File: src/hdl/cmwc_pkg.sv
// Shared types and constants for the CMWC4096 random word generator.
// No dependencies; imported by the controller, datapath and top level.
`default_nettype none

package cmwc_pkg;

  localparam logic        CMD_SEED   = 1'b0;
  localparam logic        CMD_NEXT   = 1'b1;

  localparam logic [31:0] GOLDEN     = 32'h9e37_79b9;
  localparam logic [14:0] MULT       = 15'd18782;
  localparam logic [31:0] COMPL      = 32'hffff_fffe;
  localparam logic [18:0] CARRY_INIT = 19'd362436;

  typedef struct packed {
    logic load;
    logic fill;
    logic rd;
    logic mul;
    logic wr;
  } cmwc_cmd_t;

  typedef struct packed {
    logic fill_last;
    logic out_free;
  } cmwc_sts_t;

endpackage

`default_nettype wire

File: src/hdl/cmwc_ctrl.sv
// Controller state machine of the CMWC4096 generator.
// Depends on cmwc_pkg; drives the datapath through cmwc_cmd_t.
`default_nettype none

module cmwc_ctrl
  import cmwc_pkg::*;
(
  input  wire logic      clk_i,
  input  wire logic      rst_ni,
  input  wire logic      in_valid_i,
  input  wire logic      in_cmd_i,
  output logic           in_ready_o,
  input  wire cmwc_sts_t sts_i,
  output cmwc_cmd_t      cmd_o
);

  localparam logic [2:0] S_IDLE = 3'd0;
  localparam logic [2:0] S_FILL = 3'd1;
  localparam logic [2:0] S_RD   = 3'd2;
  localparam logic [2:0] S_MUL  = 3'd3;
  localparam logic [2:0] S_WR   = 3'd4;

  logic [2:0] state_q, state_d;

  always_ff @(posedge clk_i or negedge rst_ni) begin
    if (!rst_ni) begin
      state_q <= S_IDLE;
    end else begin
      state_q <= state_d;
    end
  end

  assign in_ready_o = (state_q == S_IDLE);

  always_comb begin
    state_d = state_q;
    cmd_o   = '0;
    unique case (state_q)
      S_IDLE: begin
        if (in_valid_i) begin
          cmd_o.load = 1'b1;
          state_d    = (in_cmd_i == CMD_SEED) ? S_FILL : S_RD;
        end
      end
      S_FILL: begin
        cmd_o.fill = 1'b1;
        if (sts_i.fill_last) begin
          state_d = S_IDLE;
        end
      end
      S_RD: begin
        cmd_o.rd = 1'b1;
        state_d  = S_MUL;
      end
      S_MUL: begin
        cmd_o.mul = 1'b1;
        state_d   = S_WR;
      end
      S_WR: begin
        if (sts_i.out_free) begin
          cmd_o.wr = 1'b1;
          state_d  = S_IDLE;
        end
      end
      default: begin
        state_d = S_IDLE;
      end
    endcase
  end

endmodule

`default_nettype wire

File: config.mk
export PLATFORM = sky130hd
export DESIGN_NAME = cmwc_ctrl
export DESIGN_NICKNAME = d
export VERILOG_FILES = /design/src/hdl/cmwc_pkg.sv /design/src/hdl/cmwc_ctrl.sv
export SDC_FILE = /design/constraint.sdc
export NUM_CORES = 1
export LEC_CHECK = 0
export BUFFER_PORTS_ARGS = -buffer_cell sky130_fd_sc_hd__buf_4
export CORE_AREA = 2 2 39 41
export DETAILED_ROUTE_END_ITERATION = 7
export DIE_AREA = 0 0 41 43
export PLACE_DENSITY = 0.3
export SLEW_MARGIN = 30
export SYNTH_ARGS = -nofsm -noshare
export SYNTH_HDL_FRONTEND = slang
export SYNTH_SLANG_ARGS = --single-unit
File: constraint.sdc
create_clock -name clk_i -period 1 [get_ports clk_i]
set_input_delay 0.2 -clock clk_i [delete_from_list [all_inputs] [get_ports clk_i]]
set_output_delay 0.2 -clock clk_i [all_outputs]
set_load 0.01 [all_outputs]
==> results of run 1 <==
-- stage by stage --
stage,setup slack [ps],power (uW)
2_1_floorplan,-49.2,558
3_3_place_gp,-107,844
3_5_place_dp,-109,844
4_1_cts,-340,1240
5_1_grt,-394,1480
6_report,-338,1360
-- how the worst min path moves through the flow --
stage                                   endpoint  depth (start not counted)
after floorplan           state_q[0]$_DFFE_PN0P_                          0
after global placement    state_q[2]$_DFFE_PN0P_                          1
after detailed placement  state_q[2]$_DFFE_PN0P_                          1
after CTS                 state_q[2]$_DFFE_PN0P_                          2
after global routing      state_q[2]$_DFFE_PN0P_                          2
final                     state_q[2]$_DFFE_PN0P_                          2
-- kinds of logic after synthesis --
group	Yosys count
AND/OR/NAND/NOR	12
AO/OA/AOI/OAI	4
flip-flops	3
-- routing by layer --
metal	up-vias	share of wire, %	routed length (um)
li1	110	-	-
met1	107	46	272
met2	16	42	246
met3	0	13	74
met4	0	0	0
met5	-	0	0
-- critical path: stages, from the launching register on --
cell,delay (ps)
dfrtp_2,440
nor3_4,200
and2_4,160
buf_6,90
-- cell type report --
type                    instances  area [sq um]  share of cell area [%]
repair buffers                 18           153                    36.9
clock buffers                   4          26.3                    6.34
flip-flops and latches          3          78.8                    19.0
multi-input cells              16           136                    32.9
well taps                      16          20.0                    4.83
-- power breakdown --
group / internal, uW / total, uW / switching, uW
clock: 150 / 219 / 69.0
sequential: 189 / 311 / 122
combinational: 534 / 829 / 294
-- placed cells by master, fill, tap and decap left out, drive strengths merged --
cell / count
clkbuf: 4
dfrtp: 3
nor3b: 2
a21oi: 2
and3: 1
nor3: 2
nor2b: 1
nand2: 2
o21bai: 2
buf: 17
dlygate4sd3: 1
nor2: 2
and3b: 1
and2: 1
-- repair_timing --
| item | CTS | global route |
|---|---|---|
| hold buffers | 1 | 0 |
| pin swaps | 1 | 1 |
| setup buffers | 3 | 1 |
| gates resized for setup | 5 | 8 |
| gates cloned | 0 | 0 |
| endpoints found under the hold margin | 3 | 0 |
| endpoints found under the setup margin | 8 | 9 |
==> impl_metrics.json, run 1 <==
{
  "report.final.slew_viol_count": 0,
  "drive_above_1_share_pct": 80.5,
  "path_class": "reg -> out",
  "use_met3_pct": 6.28,
  "yosys.area_share.simple_pct": 41.2,
  "ys.flop_type": "dfrtp_1",
  "yosys-top-cells-area": "dfrtp_1 (44%), nor3b_1 (8.8%), o21bai_1 (8.8%)",
  "syn_area_sq_um": 170,
  "antenna_found_initial": 0,
  "yosysTopAreaCell": "dfrtp_1",
  "hold_viol": 0,
  "path_max_fanout": 6,
  "maxCapViolCount": 0,
  "clock-root-buffer": "clkbuf_4",
  "die_x_um": 41,
  "gp_congestion": 0.672,
  "period_share_pct": 134,
  "yosys_warnings": 0,
  "die_h_um": 43,
  "regMostFlops": "state_q",
  "synth-compound-area-share_pct": 14.7,
  "synth_cell_type_count": 11,
  "io_buffer_count": 11,
  "setup_ws_ps": -338,
  "start_util_pct": 12.3,
  "dieArea_sq_um": 1760,
  "crit_start": "state_q[0]$_DFFE_PN0P_",
  "slew_headroom_pct": 88.5,
  "fin_skew_ps": 2.88,
  "via_per_inst": 4.09,
  "holdCritStartpoint": "sts_i[0]",
  "synthAdderAreaFrac_pct": 0,
  "tritoncts": "yes",
  "seq_area_frac_synth_pct": 44.1,
  "rr_startpoint": "state_q[1]$_DFFE_PN0P_",
  "drtPass1Iterations": 1,
  "htree_levels": 1,
  "crit_path_start_kind": "flop",
  "ant_nets": 0,
  "remaining_drc_errors": 0,
  "grt_pass1_vias": 253,
  "tns_ps": -1990,
  "crit_path_end_kind": "primary output",
  "gr-usage-all-layers_pct": 9.26,
  "clk_path_buf_depth": 2,
  "peakVddDrop_uv": 1050,
  "postPlaceCellArea_sq_um": 302,
  "grt_max_degree": 8,
  "leakagePower_uw": 0.000192,
  "grt_pass1_wl_um": 1060,
  "area.growth.synth_to_final_pct": 143,
  "reg2reg_to": "state_q[0]$_DFFE_PN0P_",
  "pin_count": 12,
  "top_regs": "state_q x3",
  "fin_crit_ps": 1340,
  "crit_end": "cmd_o[4]",
  "fin_util_pct": 29.9,
  "fp.coreArea_sq_um": 1380,
  "clock.fmax_ghz": 0.747,
  "synthMuxAreaShare_pct": 0,
  "row_count": 14,
  "synth_top_family_by_area": "simple AND/OR/NAND/NOR gates",
  "fillers": 160,
  "antenna_cells": 0,
  "cts.reportedPaths.clkPinSlew_ps": 40,
  "worst_slew_pin_slew_ps": 172,
  "violations": "negative setup slack",
  "vias": 233,
  "insertion_delay_ps": 240,
  "use_met1_pct": 12.9,
  "setup_violations": 8,
  "overflow": 0,
  "synth-seq-cells": 3,
  "yosysMostFrequentCell": "dfrtp_1",
  "synth-edff-count": 0,
  "fin_nets": 48,
  "grt_setup_unrepaired": "yes",
  "wire_per_inst_um": 10.4,
  "post-place-cells": 48,
  "status": "finished, violations left",
  "async_reset_ff_share_pct": 100,
  "finalNonFillerCells": 57,
  "wirelength_um": 592,
  "largest_register_ffs": 3,
  "hp-class": "in -> reg",
  "drtIter0Drc": 0,
  "clock-sinks": 3,
  "hold_slack_ps": 167,
  "syn_inst": 19,
  "met2_usage_pct": 11.6,
  "cp.arrival_ps": 1140,
  "reg2reg_depth": 5,
  "power.density_nw_per_um2": 3280,
  "synth.avg_cell_area_sq_um": 8.96,
  "cts_buffers": 3,
  "rrSetupSlack_ps": -180,
  "stdcell_area_sq_um": 414,
  "required_ps": 800,
  "synth-xor-area-share_pct": 0,
  "synth_nets": 25,
  "synth_top_cell_area_share_pct": 44.1,
  "busiest_layer": "met1"
}
No activity file was read; power rests on OpenSTA's default activity.
==> inputs of run 2 (changes only) <==
Settings changed: SKIP_CTS_REPAIR_TIMING set to 1.
==> run 2 against run 1 <==
Effect of this change:
- the flow still finishes with violations (negative setup slack)
- maximum frequency is 0.50% lower
- power is 2.1% lower
- cell count stayed put
- register-to-register slack better by 130 ps
- sequential power hardly changed
- utilization is 0.27 points higher
- count of clock-buffer cells in the layout stayed put
==> impl_metrics.json, run 2 (synthesized netlist as in run 1, its figures left out) <==
{
  "status": "finished, violations left",
  "violations": "negative setup slack",
  "fin_skew_ps": 3.57,
  "layout_commonest_cell": "buf_4",
  "routed-wl-met3_um": 73,
  "wirelength_um": 576,
  "hold_viol": 0,
  "clock.fmax_ghz": 0.743,
  "htree_levels": 1,
  "cp_num_cells": 3,
  "fin_nets": 48,
  "final_cell_mix": "buf_4 (14), clkbuf_4 (3), buf_6 (3), dfrtp_2 (3)",
  "rr_startpoint": "state_q[1]$_DFFE_PN0P_",
  "drtPass1Iterations": 1,
  "reg2reg_to": "state_q[0]$_DFFE_PN0P_",
  "crit_start": "state_q[2]$_DFFE_PN0P_",
  "crit_end": "cmd_o[4]",
  "crit_path_end_kind": "primary output",
  "critPathTopFamily": "flip-flops",
  "die_h_um": 43,
  "io_buffer_count": 11,
  "stdcell_area_sq_um": 418,
  "die_x_um": 41,
  "peakVddDrop_uv": 969,
  "drtIter0Drc": 0,
  "rrSetupSlack_ps": -50,
  "area.growth.synth_to_final_pct": 146,
  "path_buf_inv": 1,
  "highest_layer": "met3",
  "setup_ws_ps": -345,
  "vias": 232,
  "dp_slack_ps": -109,
  "path_max_fanout": 6,
  "clock-sinks": 3,
  "overflow": 0,
  "crit_slowest_cell": "dfrtp_2",
  "top_regs": "state_q x3",
  "tritoncts": "yes",
  "period_share_pct": 135,
  "power.density_nw_per_um2": 3180,
  "maxCapViolCount": 0,
  "path_class": "reg -> out",
  "grt_max_degree": 9,
  "ant_nets": 0,
  "remaining_drc_errors": 0,
  "antenna_cells": 0,
  "gp_congestion": 0.672,
  "via_per_inst": 4.07,
  "report.final.slew_viol_count": 0,
  "fin_crit_ps": 1350,
  "setup_violations": 7,
  "clock-root-buffer": "clkbuf_4",
  "insertion_delay_ps": 240,
  "clk_path_buf_depth": 2,
  "postPlaceCellArea_sq_um": 302,
  "cp.arrival_ps": 1150,
  "fin_util_pct": 30.2,
  "dieArea_sq_um": 1760,
  "slew_headroom_pct": 84.9,
  "crit_path_cell_trace": "nor3_4 -> and2_4 -> buf_6",
  "row_count": 14,
  "fillers": 150,
  "hp-class": "in -> reg",
  "cts_buffers": 3,
  "antenna_found_initial": 0,
  "grt_pass1_vias": 219,
  "pin_count": 12,
  "reg2reg_depth": 5,
  "tns_ps": -1730,
  "wl_met2_um": 260,
  "leakagePower_uw": 0.000192,
  "cts.reportedPaths.clkPinSlew_ps": 40,
  "grt_setup_unrepaired": "yes",
  "largest_register_ffs": 3,
  "grt_pass1_wl_um": 924,
  "slowest_delay_ps": 450,
  "gr-usage-all-layers_pct": 8.25,
  "regMostFlops": "state_q",
  "wire_per_inst_um": 10.1,
  "fp.coreArea_sq_um": 1380,
  "required_ps": 800,
  "worst_slew_pin_slew_ps": 227,
  "crit_path_start_kind": "flop",
  "drive_above_1_share_pct": 80.5,
  "start_util_pct": 12.3,
  "wl_met1_um": 243
}
[run 2: per-layer routing]
metal,global-route usage (%),vias to the layer above
met3,6.28,0
met4,2.00,0
li1,-,111
met2,10.6,16
met5,0,-
met1,10.7,105
[run 2: worst reg2reg max path, delay by kind of cell (launching register included)]
family          cells  cell delay (ps)
compound gates      1              110
buf+inv             2              280
flops               1              450
simple gates        2              150
[run 2: metrics by stage]
stage | instances | total power, uW | hold slack (ps)
2_1_floorplan | 19 | 558 | -95.6
3_3_place_gp | 48 | 844 | -9.35
3_5_place_dp | 48 | 844 | -8.04
5_1_grt | 57 | 1440 | 164
4_1_cts | 52 | 1080 | -260
6_report | 57 | 1330 | 169
[run 2: power by group]
group	switching, uW	total [uW]	internal (uW)
clock	68.9	219	150
combinational	287	797	510
sequential	125	314	189
[run 2: layout make-up]
cell class                 count  area [sq um]  share of cell area, %
tap                           16          20.0                   4.79
timing repair buffer          18           149                   35.6
multi-input combinational     16           144                   34.4
clock buffer                   4          26.3                   6.29
sequential                     3          78.8                   18.9
[run 2: how the worst min path moves through the flow]
| stage | startpoint | endpoint | depth (start not counted) |
|---|---|---|---|
| CTS | rst_ni | state_q[2]$_DFFE_PN0P_ | 1 |
| global route | sts_i[0] | state_q[2]$_DFFE_PN0P_ | 2 |
| detailed placement | rst_ni | state_q[2]$_DFFE_PN0P_ | 1 |
| floorplan | rst_ni | state_q[0]$_DFFE_PN0P_ | 0 |
| finish | sts_i[0] | state_q[2]$_DFFE_PN0P_ | 2 |
| global placement | rst_ni | state_q[2]$_DFFE_PN0P_ | 1 |
